<file path="src/hw/rtl/cfm_pkg.sv">
// Shared types, constants and the arctangent table of the chirp frame modulator.
// No dependencies.
package cfm_pkg;

   localparam int CFM_PAYLOAD_DEPTH = 256;
   localparam int CFM_PHASE_BITS    = 32;
   localparam int CFM_SAMPLE_BITS   = 16;

   localparam int CFM_SYMBOL_BITS = 12;
   localparam int CFM_COUNT_BITS  = 16;
   localparam int CFM_ANGLE_BITS  = 32;
   localparam int CFM_CSR_WIDTH   = 16;

   // register indexes
   localparam logic [1:0] CSR_SPREADING_FACTOR = 2'd0;
   localparam logic [1:0] CSR_OVERSAMPLE_LOG2  = 2'd1;
   localparam logic [1:0] CSR_SYNC_WORD        = 2'd2;
   localparam logic [1:0] CSR_PREAMBLE_COUNT   = 2'd3;

   localparam logic [3:0]  RST_SPREADING_FACTOR = 4'd7;
   localparam logic [1:0]  RST_OVERSAMPLE_LOG2  = 2'd0;
   localparam logic [7:0]  RST_SYNC_WORD        = 8'd18;
   localparam logic [15:0] RST_PREAMBLE_COUNT   = 16'd8;

   localparam logic [3:0] CFM_SF_MIN = 4'd7;
   localparam logic [3:0] CFM_SF_MAX = 4'd12;

   // frame segments
   localparam logic [2:0] CFM_SEG_IDLE = 3'd0;
   localparam logic [2:0] CFM_SEG_PRE  = 3'd1;
   localparam logic [2:0] CFM_SEG_SYNC = 3'd2;
   localparam logic [2:0] CFM_SEG_SFD  = 3'd3;
   localparam logic [2:0] CFM_SEG_PAY  = 3'd4;

   localparam int CFM_SYNC_BIN_SHIFT = 3;   // nibble times 8
   localparam logic [16:0] CFM_SYNC_CHIRPS = 17'd2;
   localparam logic [16:0] CFM_SFD_CHIRPS  = 17'd3;   // two full plus a quarter
   localparam logic [15:0] CFM_SFD_QUARTER_SYM = 16'd2;

   localparam int      CFM_CORDIC_STEPS = 20;
   localparam longint  CFM_GAIN_Q       = 64'sd652032874;
   localparam int      CFM_GAIN_SHIFT   = 16;
   localparam int      CFM_FRAC_SHIFT   = 14;
   localparam int      CFM_ROUND_BIAS   = 8192;

   typedef struct packed {
      logic [3:0]  spreading_factor;
      logic [1:0]  oversample_log2;
      logic [7:0]  sync_word;
      logic [15:0] preamble_count;
   } cfm_cfg_type;

   typedef struct packed {
      logic [1:0] segment;
      logic       frame_last;
   } cfm_tag_type;

   // arctangent of 2^-step, 2^32 = one turn
   function automatic logic signed [31:0] cfm_atan(input int unsigned step);
      logic signed [31:0] a;
      case (step)
         0:  a = 32'sd536870912;
         1:  a = 32'sd316933406;
         2:  a = 32'sd167458907;
         3:  a = 32'sd85004756;
         4:  a = 32'sd42667331;
         5:  a = 32'sd21354465;
         6:  a = 32'sd10679838;
         7:  a = 32'sd5340245;
         8:  a = 32'sd2670163;
         9:  a = 32'sd1335087;
         10: a = 32'sd667544;
         11: a = 32'sd333772;
         12: a = 32'sd166886;
         13: a = 32'sd83443;
         14: a = 32'sd41722;
         15: a = 32'sd20861;
         16: a = 32'sd10430;
         17: a = 32'sd5215;
         18: a = 32'sd2608;
         19: a = 32'sd1304;
         default: a = 32'sd0;
      endcase
      return a;
   endfunction

endpackage

</file>
<file path="src/hw/rtl/cfm_ram.sv">
// Generic single-write, single-read RAM with registered read data.
// No dependencies.
module cfm_ram #(
   parameter int WIDTH = 12,
   parameter int DEPTH = 256
) (
   input  logic                                      clock,
   input  logic                                      wr_en,
   input  logic [(DEPTH > 1 ? $clog2(DEPTH) : 1)-1:0] wr_addr,
   input  logic [WIDTH-1:0]                          wr_data,
   input  logic [(DEPTH > 1 ? $clog2(DEPTH) : 1)-1:0] rd_addr,
   output logic [WIDTH-1:0]                          rd_data
);
   logic [WIDTH-1:0] mem [DEPTH];
   logic [WIDTH-1:0] rd_data_ff;

   always_ff @(posedge clock) begin
      if (wr_en) begin
         mem[wr_addr] <= wr_data;
      end
      rd_data_ff <= mem[rd_addr];
   end

   assign rd_data = rd_data_ff;
endmodule

</file>
<file path="src/hw/rtl/cfm_seq.sv">
// Frame sequencer: payload store, segment/symbol/sample counters, phase accumulator.
// Depends on cfm_pkg and cfm_ram. Gives the angle and tag of each ticked sample.
module cfm_seq #(
   parameter int PAYLOAD_DEPTH = cfm_pkg::CFM_PAYLOAD_DEPTH,
   parameter int PHASE_BITS    = cfm_pkg::CFM_PHASE_BITS
) (
   input  logic                                 clock,
   input  logic                                 reset,
   input  cfm_pkg::cfm_cfg_type                 cfg,
   input  logic                                 item_fire,
   input  logic                                 item_kind,
   input  logic [cfm_pkg::CFM_SYMBOL_BITS-1:0]  item_symbol,
   output logic [cfm_pkg::CFM_ANGLE_BITS-1:0]   angle,
   output cfm_pkg::cfm_tag_type                 tag
);
   import cfm_pkg::*;

   localparam int ADDR_W = (PAYLOAD_DEPTH > 1) ? $clog2(PAYLOAD_DEPTH) : 1;
   localparam int CNT_W  = $clog2(PAYLOAD_DEPTH + 1);
   localparam int SH_W   = $clog2(PHASE_BITS + 1);

   logic [PHASE_BITS-1:0]     phase_ff, phase_in;
   logic [2:0]                seg_ff, seg_in;
   logic [CFM_COUNT_BITS-1:0] sym_ff, sym_in;
   logic [CFM_COUNT_BITS-1:0] samp_ff, samp_in;
   logic [CNT_W-1:0]          pcount_ff, pcount_in;

   logic                       is_tick, is_load, store_wr;
   logic [3:0]                 sf_eff;
   logic [4:0]                 nl_log;
   logic [15:0]                nl, nl_mask, len;
   logic [SH_W-1:0]            sh;
   logic                       starting;
   logic [2:0]                 seg_cur;
   logic [PHASE_BITS-1:0]      phase_cur, inc;
   logic [CFM_COUNT_BITS-1:0]  sym_cur, samp_cur;
   logic [CFM_SYMBOL_BITS-1:0] bin, store_data;
   logic [15:0]                bin_os, k_raw, k;
   logic signed [16:0]         diff;
   logic [16:0]                samp_inc, sym_work;
   logic                       last;

   assign is_tick  = item_fire && item_kind;
   assign is_load  = item_fire && !item_kind;
   assign store_wr = is_load && (seg_ff == CFM_SEG_IDLE)
                     && (pcount_ff < CNT_W'(PAYLOAD_DEPTH));

   always_comb begin
      if (cfg.spreading_factor < CFM_SF_MIN) begin
         sf_eff = CFM_SF_MIN;
      end else if (cfg.spreading_factor > CFM_SF_MAX) begin
         sf_eff = CFM_SF_MAX;
      end else begin
         sf_eff = cfg.spreading_factor;
      end
   end

   assign nl_log  = 5'(sf_eff) + 5'(cfg.oversample_log2);
   assign nl      = 16'(1) << nl_log;
   assign nl_mask = nl - 16'd1;
   assign sh      = SH_W'(PHASE_BITS) - SH_W'(sf_eff) - SH_W'({cfg.oversample_log2, 1'b0});

   // an idle block starts a fresh frame on the tick
   assign starting  = (seg_ff == CFM_SEG_IDLE);
   assign seg_cur   = starting ? ((cfg.preamble_count != 16'd0) ? CFM_SEG_PRE : CFM_SEG_SYNC)
                               : seg_ff;
   assign phase_cur = starting ? '0 : phase_ff;
   assign sym_cur   = starting ? '0 : sym_ff;
   assign samp_cur  = starting ? '0 : samp_ff;

   always_comb begin
      case (seg_cur)
         CFM_SEG_SYNC: begin
            if (sym_cur == '0) begin
               bin = CFM_SYMBOL_BITS'(cfg.sync_word[7:4]) << CFM_SYNC_BIN_SHIFT;
            end else begin
               bin = CFM_SYMBOL_BITS'(cfg.sync_word[3:0]) << CFM_SYNC_BIN_SHIFT;
            end
         end
         CFM_SEG_PAY: bin = store_data;
         default:     bin = '0;
      endcase
   end

   assign bin_os = 16'(bin) << cfg.oversample_log2;
   assign k_raw  = (seg_cur == CFM_SEG_SFD) ? (bin_os - samp_cur) : (bin_os + samp_cur);
   assign k      = k_raw & nl_mask;
   assign diff   = $signed({1'b0, k}) - $signed({1'b0, nl >> 1});
   assign inc    = {{(PHASE_BITS-17){diff[16]}}, diff} << sh;

   assign len = ((seg_cur == CFM_SEG_SFD) && (sym_cur == CFM_SFD_QUARTER_SYM)) ? (nl >> 2) : nl;
   assign samp_inc = 17'(samp_cur) + 17'd1;

   always_comb begin
      seg_in    = seg_ff;
      sym_in    = sym_ff;
      samp_in   = samp_ff;
      phase_in  = phase_ff;
      pcount_in = pcount_ff;
      sym_work  = 17'(sym_cur);
      last      = 1'b0;
      if (is_tick) begin
         phase_in = phase_cur + inc;
         seg_in   = seg_cur;
         samp_in  = samp_inc[CFM_COUNT_BITS-1:0];
         if (samp_inc >= 17'(len)) begin
            samp_in  = '0;
            sym_work = 17'(sym_cur) + 17'd1;
            if ((seg_cur == CFM_SEG_PRE) && (sym_work >= 17'(cfg.preamble_count))) begin
               seg_in   = CFM_SEG_SYNC;
               sym_work = '0;
            end else if ((seg_cur == CFM_SEG_SYNC) && (sym_work >= CFM_SYNC_CHIRPS)) begin
               seg_in   = CFM_SEG_SFD;
               sym_work = '0;
            end else if ((seg_cur == CFM_SEG_SFD) && (sym_work >= CFM_SFD_CHIRPS)) begin
               seg_in   = CFM_SEG_PAY;
               sym_work = '0;
            end
            if ((seg_in == CFM_SEG_PAY) && (sym_work >= 17'(pcount_ff))) begin
               seg_in    = CFM_SEG_IDLE;
               sym_work  = '0;
               pcount_in = '0;
               last      = 1'b1;
            end
         end
         sym_in = sym_work[CFM_COUNT_BITS-1:0];
      end else if (store_wr) begin
         pcount_in = pcount_ff + CNT_W'(1);
      end
   end

   always_ff @(posedge clock) begin
      if (reset) begin
         phase_ff  <= '0;
         seg_ff    <= CFM_SEG_IDLE;
         sym_ff    <= '0;
         samp_ff   <= '0;
         pcount_ff <= '0;
      end else begin
         phase_ff  <= phase_in;
         seg_ff    <= seg_in;
         sym_ff    <= sym_in;
         samp_ff   <= samp_in;
         pcount_ff <= pcount_in;
      end
   end

   // read address follows the next symbol index, so data matches sym_ff
   cfm_ram #(
      .WIDTH (CFM_SYMBOL_BITS),
      .DEPTH (PAYLOAD_DEPTH)
   ) u_store (
      .clock   (clock),
      .wr_en   (store_wr),
      .wr_addr (pcount_ff[ADDR_W-1:0]),
      .wr_data (item_symbol),
      .rd_addr (sym_in[ADDR_W-1:0]),
      .rd_data (store_data)
   );

   generate
      if (PHASE_BITS >= CFM_ANGLE_BITS) begin : g_angle_top
         assign angle = phase_cur[PHASE_BITS-1 -: CFM_ANGLE_BITS];
      end else begin : g_angle_pad
         assign angle = {phase_cur, {(CFM_ANGLE_BITS-PHASE_BITS){1'b0}}};
      end
   endgenerate

   assign tag.segment    = 2'(seg_cur - CFM_SEG_PRE);
   assign tag.frame_last = last;
endmodule

</file>
<file path="config.mk">
export PLATFORM = sky130hd
export DESIGN_NAME = cfm_seq
export DESIGN_NICKNAME = d
export VERILOG_FILES = /design/src/hw/rtl/cfm_pkg.sv /design/src/hw/rtl/cfm_ram.sv /design/src/hw/rtl/cfm_seq.sv
export SDC_FILE = /design/constraint.sdc
export NUM_CORES = 2
export LEC_CHECK = 0
export BUFFER_PORTS_ARGS = -buffer_cell sky130_fd_sc_hd__clkbuf_2
export CORE_ASPECT_RATIO = 0.5
export CORE_MARGIN = 3
export CORE_UTILIZATION = 55
export CTS_CLUSTER_SIZE = 24
export DETAILED_ROUTE_END_ITERATION = 8
export PLACE_DENSITY = 0.8
export SLEW_MARGIN = 15
export SYNTH_ARGS = -nofsm -noshare
export SYNTH_HDL_FRONTEND = slang
export SYNTH_SLANG_ARGS = --single-unit
</file>
<file path="constraint.sdc">
create_clock -name clock -period 9.8 [get_ports clock]
set_input_delay 2.45 -clock clock [delete_from_list [all_inputs] [get_ports clock]]
set_output_delay 2.45 -clock clock [all_outputs]
set_load 0.01 [all_outputs]
</file>
# After elaboration in Yosys (flattened, before gate mapping)
# Memories as Yosys holds them, arrays and structs flattened. A register that Yosys moved wholly into a read port is not among the register bits.
# Cells that the tools add are included.
[op_classes] eq_ne=8 multipliers=0 reduce_logical=15 div=0 mux=36 n_bitwise=1 order_cmp=8 add_sub_neg=12 n_shift=3
[op_table] operator="two-way mux 16 bit" count=7
[op_table] operator="two-way mux 17 bit" count=5
[op_table] operator="two-way mux 9 bit" count=4
[op_table] operator="adder 16 x 1 -> 17 bit, second input constant" count=2
[op_table] operator=">= comparator 17 x 16 -> 1 bit" count=2
[op_table] operator=">= comparator 17 x 2 -> 1 bit, second input constant" count=2
[op_table] operator="adder 32 bit" count=1
[op_table] operator="two-way mux 32 bit" count=1
[op_table] operator="left shift 32 x 6 -> 32 bit" count=1
[op_table] operator="two-way mux 3 bit" count=8
[op_table] operator="one-hot mux 12 bit (2 select lines)" count=1
[op_table] operator=">= comparator 17 x 9 -> 1 bit" count=1
[op_table] operator="subtractor 16 x 15 -> 17 bit" count=1
[op_table] operator="adder 16 bit" count=1
[op_table] operator="bitwise AND 16 bit" count=1
[op_table] operator="== test 16 x 2 -> 1 bit, second input constant" count=1
[op_table] operator="logical NOT 16 bit" count=1
[op_table] operator="nonzero test 16 bit" count=1
[op_table] operator="left shift 1 x 5 -> 16 bit, first input constant" count=1
[op_table] operator="left shift 12 x 2 -> 16 bit" count=1
[op_table] operator="subtractor 16 x 1 -> 16 bit, second input constant" count=1
[op_table] operator="subtractor 16 bit" count=1
[op_table] operator="adder 9 x 1 -> 9 bit, second input constant" count=1
[op_table] operator="logical AND 1 bit" count=9
[op_table] operator="other kinds (20)" count=28
[totals] ram_bits=3072 latchBits=0 wordCells=90 mem_count=1 register_bits=76 in_bits=46 mem_bits_ro=0
[memory_table] memory="u_store.mem" depth=256 word_bits=12 read_ports=1 rd_clocked_by_memory_dff=1 wr=1 line_no="cfm_ram.sv:14" rtl="logic [WIDTH-1:0] mem [DEPTH];"

# Depth between registers and ports, before layout
[logic_depth] ltp_word=15 depth_mapped=51 ltp_nobuf=46

# Cells and area by module
# From an unflattened synthesis, not the netlist that was laid out.
[hier_totals] cells_unflattened=7081 area_unflattened_um2=129615.6
[by_module_without_submodules] mod="cfm_ram" cells_per_inst=5506 area_each_um2=118632.5 instances=1
[by_module_without_submodules] mod="cfm_seq" cells_per_inst=1575 area_each_um2=10983.0 instances=1

# Worst setup path after synthesis
# Ideal clock, no wire load.
[synth_timing] path_kind="input-to-reg" from="input port cfg[29] (netlist name)" to="register phase_ff[31]" t_arrival_ps=10126 setup_slack_ps=-384 path_stages=41 required_time_ps=9741 cell_sequence="clkbuf_1 > inv_1 > a21o_1 > clkbuf_1 > clkbuf_1 > ha_1 > fa_1 > clkbuf_1 > nor2_1 > nand2_1 > ha_1 > a21boi_0 > and2_1 > clkbuf_1 > a21oi_1 > nor3_1 > ha_1 > or3_1 > [... 5 more ...] > nor3_1 > o21ai_0 > a21oi_1 > o21ai_0 > or3_1 > a21oi_1 > ha_1 > o21ai_0 > nand2b_1 > nand3_1 > o21bai_1 > nor2b_1 > o31ai_1 > o41a_1 > a31oi_1 > xnor3_1 > o21ai_0 > and2_1"
[synth_via] elab_chain_len=10
[synth_lines] item="start, declared" line_no="cfm_seq.sv:9" rtl="input cfm_pkg::cfm_cfg_type cfg,"
[synth_lines] item="greater-than comparator 4 bit" line_no="cfm_seq.sv:51" rtl="end else if (cfg.spreading_factor > CFM_SF_MAX) begin"
[synth_lines] item="two-way mux 4 bit" line_no="cfm_seq.sv:51"
[synth_lines] item="two-way mux 4 bit (*)" line_no="cfm_seq.sv:49" rtl="if (cfg.spreading_factor < CFM_SF_MIN) begin"
[synth_lines] item="adder 4 x 2 -> 5 bit" line_no="cfm_seq.sv:58" rtl="assign nl_log = 5'(sf_eff) + 5'(cfg.oversample_log2);"
[synth_lines] item="left shift 1 x 5 -> 16 bit" line_no="cfm_seq.sv:59" rtl="assign nl = 16'(1) << nl_log;"
[synth_lines] item="subtractor 16 x 1 -> 16 bit" line_no="cfm_seq.sv:60" rtl="assign nl_mask = nl - 16'd1;"
[synth_lines] item="bitwise AND 16 bit" line_no="cfm_seq.sv:87" rtl="assign k = k_raw & nl_mask;"
[synth_lines] item="subtractor 16 x 15 -> 17 bit" line_no="cfm_seq.sv:88" rtl="assign diff = $signed({1'b0, k}) - $signed({1'b0, nl >> 1});"
[synth_lines] item="left shift 32 x 6 -> 32 bit (*)" line_no="cfm_seq.sv:89" rtl="assign inc = {{(PHASE_BITS-17){diff[16]}}, diff} << sh;"
[synth_lines] item="adder 32 bit (*)" line_no="cfm_seq.sv:103" rtl="phase_in = phase_cur + inc;"
[synth_lines] item="end signal, assigned" line_no="cfm_seq.sv:140" rtl="phase_ff <= phase_in;"
[synth_lines] item="end, declared" line_no="cfm_seq.sv:22" rtl="logic [PHASE_BITS-1:0] phase_ff, phase_in;"
# Mark *: on every way between the ends. The rest lies on a longest branch, timed or not.
# A chain may end at the register's enable or synchronous reset.

# Worst setup path after layout
[layout_timing] from="input port cfg[24] (netlist name)" to="register u_store.rd_data_ff[2] (netlist: u_store.rd_data[2]) (read register of u_store.mem)"
[layout_via] elab_chain_len=6
[layout_lines] item="adder 4 x 2 -> 5 bit" line_no="cfm_seq.sv:58"
[layout_lines] item="left shift 1 x 5 -> 16 bit" line_no="cfm_seq.sv:59"
[layout_lines] item="two-way mux 16 bit" line_no="cfm_seq.sv:91" rtl="assign len = ((seg_cur == CFM_SEG_SFD) && (sym_cur == CFM_SFD_QUARTER_SYM)) ? (nl >> 2) : nl;"
[layout_lines] item=">= comparator 17 x 16 -> 1 bit" line_no="cfm_seq.sv:106" rtl="if (samp_inc >= 17'(len)) begin"
[layout_lines] item="two-way mux 16 bit" line_no="cfm_seq.sv:106"
[layout_lines] item="two-way mux 8 bit" line_no="cfm_seq.sv:102" rtl="if (is_tick) begin"
[layout_lines] item="end, declared" line_no="cfm_ram.sv:15" rtl="logic [WIDTH-1:0] rd_data_ff;"
# No other way between the ends.

==> impl_metrics.tcl <==
set metrics [dict create \
    status "completed" \
    final_nets 10340 \
    layout-drive-gt1-share 0.1162 \
    drt_first_pass_iters 6 \
    grt_pass1_wl_um 533300 \
    post-route-period-util 0.9565 \
    clk_pin_slew_ns 0.07 \
    leakage_nw 49.70 \
    fp-row-count 125 \
    r2r_start "seg_ff[1]" \
    relSlewSlack 0.1061 \
    die_area_um2 244400 \
    syn_inst 9857 \
    synth_cell_types 79 \
    root_buffer "clkbuf_16" \
    setup_viol 0 \
    overflow 0 \
    via_per_inst 6.441 \
    setup_ws_ns 0.4260 \
    place_congestion 0.9465 \
    ys_seq_area_frac 0.7176 \
    synth_top_family_by_area "simple AND/OR/NAND/NOR gates" \
    total_power_mw 30.39 \
    drv_cap 0 \
    tightestPinTransition_ns 1.336 \
    crit_path_max_fanout 56 \
    synthAdderAreaFrac 0.01261 \
    dp_slack_ns -0.8646 \
    muxShareOfSynthArea 0.05043 \
    critPathCapture "u_store.rd_data[2]" \
    ys.flop_type "edfxtp_1" \
    numClockSinks 3160 \
    numCtsBuffers 273 \
    clock_latency_ns 0.86 \
    drt-initial-drc-count 14000 \
    r2r_slack_ns 0.44 \
    r2r_end "u_store.rd_data[8]" \
    critPathKind "in -> reg" \
    synth.net_count 10030 \
    hp-class "reg -> reg" \
    finalHoldViolCount 0 \
    swShare 0.2564 \
    async_flop_share 0 \
    routed_wl_um 366100 \
    power_density_nw_per_um2 206.6 \
    port_buffers 80 \
    die_w_um 696.2 \
    synth_xor_area_frac 0.005988 \
    critPathLaunchType "input pin" \
    p_int_mw 22.60 \
    ys_ff_latch 3160 \
    grt_max_degree 184 \
    drc 0 \
    ff2ff_path_depth 33 \
    grt_pass1_vias 83070 \
    slowest_stage "a21boi_4" \
    pwr-share-clk 0.359 \
    synth_edf_count 3072 \
    yosysWarnings 0 \
    postCtsHoldBufs 0 \
    drtAntennaViolNets 0 \
    mostFrequentLayoutCell "edfxtp_1" \
    setup.worst_path.end_class "flop" \
    critPathArrivalTime_ns 10.09 \
    pwr-share-seq 0.489 \
    synth-compound-area-share 0.06213 \
    synthSimpleGateAreaFrac 0.1280 \
    synth_area_um2 131000 \
    max_freq_ghz 0.1067 \
    path_common_cell "buf_4" \
    io_pins 81 \
    critPathRequiredTime_ns 10.52 \
    cp_num_cells 32 \
    clock_skew_ns 0.03759 \
    grtUsageTotal 0.2920 \
    vdd_drop_max_v 0.0001506 \
    power.share.combinational 0.152 \
    htree_levels 5 \
    finalMaxSlewViolations 0 \
    switchingPower_mw 7.794 \
    wl_per_cell_um 27.14 \
    crit_buf_inv 9 \
    die_h_um 351.1 \
    dp_hpwl_um 222100 \
    coreArea_um2 234400 \
    layout_common_cells "edfxtp_1 (3072), nand2_1 (2066), nand3_1 (868)" \
    antenna_found_initial 14 \
    critPathMaxStageDelay_ns 0.62 \
    timing.critical_path.max_delay_family "compound AO/OA/AOI/OAI gates" \
    synth_area_per_cell_um2 13.29 \
    cts_buffer_depth 4 \
    startpoint "cfg[24]" \
    syn_to_final_growth_pct 12.30 \
    num_vias 86880 \
    min_period_ns 9.374 \
    cts_tree "done" \
    start_util 0.5588 \
]
==> cells in the mapped netlist, drive strengths merged, types with 35 or more instances <==
library cell	number	area share
o21ai	96	0.0037
nand4	77	0.0037
xor2	35	0.0023
nor3	59	0.0023
edfxtp	3072	0.70
a22oi	47	0.0027
nor4	78	0.0038
and3	59	0.0028
a31oi	110	0.0053
nand3	874	0.033
dfxtp	88	0.013
buf	321	0.012
xnor2	52	0.0035
clkbuf	312	0.0089
a21oi	393	0.015
a221oi	70	0.0047
mux2i	651	0.050
inv	84	0.0024
nor2	455	0.013
o22ai	182	0.0087
ha	124	0.012
and2	59	0.0028
nand2	2084	0.060
==> tightest hold or removal path: stages (launching register included) <==
cell and delay, ns:
dfxtp_1 0.31, nand2_1 0.05, a21oi_1 0.05
==> through the flow <==
stage | hold WS (ns) | util | std cells | area [um^2] | setup TNS, ns
2_1_floorplan | 0.4273 | - | 9857 | 131000 | 0
3_3_place_gp | 0.4342 | 0.5885 | 12990 | 138000 | -6.213
3_5_place_dp | 0.4408 | 0.5886 | 12990 | 138000 | -7.321
4_1_cts | 0.4503 | 0.6257 | 13470 | 146700 | 0
5_1_grt | 0.4608 | 0.6274 | 13480 | 147100 | -0.06694
6_report | 0.4470 | 0.6275 | 13490 | 147100 | 0
==> power by group through the flow <==
stage	sequential [mW]	clock (mW)	combinational [mW]
final	14.9	10.9	4.62
after CTS	14.9	10.9	4.53
after global routing	14.9	11.4	4.97
after global placement	15.2	0	4.40
after floorplan	15.1	0	2.82
after detailed placement	15.2	0	4.49
==> routing by layer <==
| layer | vias up | track usage | wire (um) |
|---|---|---|---|
| met5 | - | 0 | 43 |
| met4 | 8 | 0.1246 | 16970 |
| met3 | 972 | 0.08072 | 47950 |
| met2 | 5973 | 0.4542 | 167100 |
| met1 | 42540 | 0.3900 | 134000 |
| li1 | 37380 | - | - |
==> area by class of cell <==
class | instances | area (um^2)
inverters | 85 | 319.1
clock inverters | 139 | 1436
fillers | 16240 | 87320
clock buffers | 340 | 7263
multi-input cells | 5980 | 34530
flip-flops and latches | 3160 | 94010
diodes | 12 | 30.03
repair buffers | 660 | 5638
well taps | 3111 | 3892
==> repair_timing <==
action                                  in CTS  in global routing
pin swaps                                    0                 11
setup buffers                                0                  5
endpoints found under the hold margin        0                  0
gates resized for setup                      1                 36
endpoints found under the setup margin       1                 24
cloned                                       0                  1
==> cells by family (layout without fill, tap and decap cells) <==
family,after synthesis,after routing
xor gates and xnor gates,88,88
DFF,3160,3160
AOI/OAI and AO/OA,1233,1234
and+or+nand+nor,3870,3870
adders and majority gates,129,129
other,0,12
buffers and inverters,718,1224
muxes,659,659
==> registers in the layout (all words and copies together), names as in the netlist <==
| name | flops |
|---|---|
| u_store.rd_data | 12 |
| u_store.mem | 3072 |
| phase_ff | 32 |
| seg_ff | 3 |
| sym_ff | 16 |
| pcount_ff | 9 |
| samp_ff | 16 |
==> how the worst min path moves through the flow <==
stage	to	depth (start not counted)	slack (ns)	startpoint
after floorplan	phase_ff[26]	2	0.43	phase_ff[26]
after global placement	phase_ff[9]	2	0.43	phase_ff[9]
after detailed placement	phase_ff[14]	2	0.44	phase_ff[14]
after CTS	phase_ff[16]	2	0.45	phase_ff[16]
after global routing	phase_ff[26]	2	0.46	phase_ff[26]
final	phase_ff[14]	2	0.45	phase_ff[14]
Note: power is estimated with default switching activity, not from simulation.
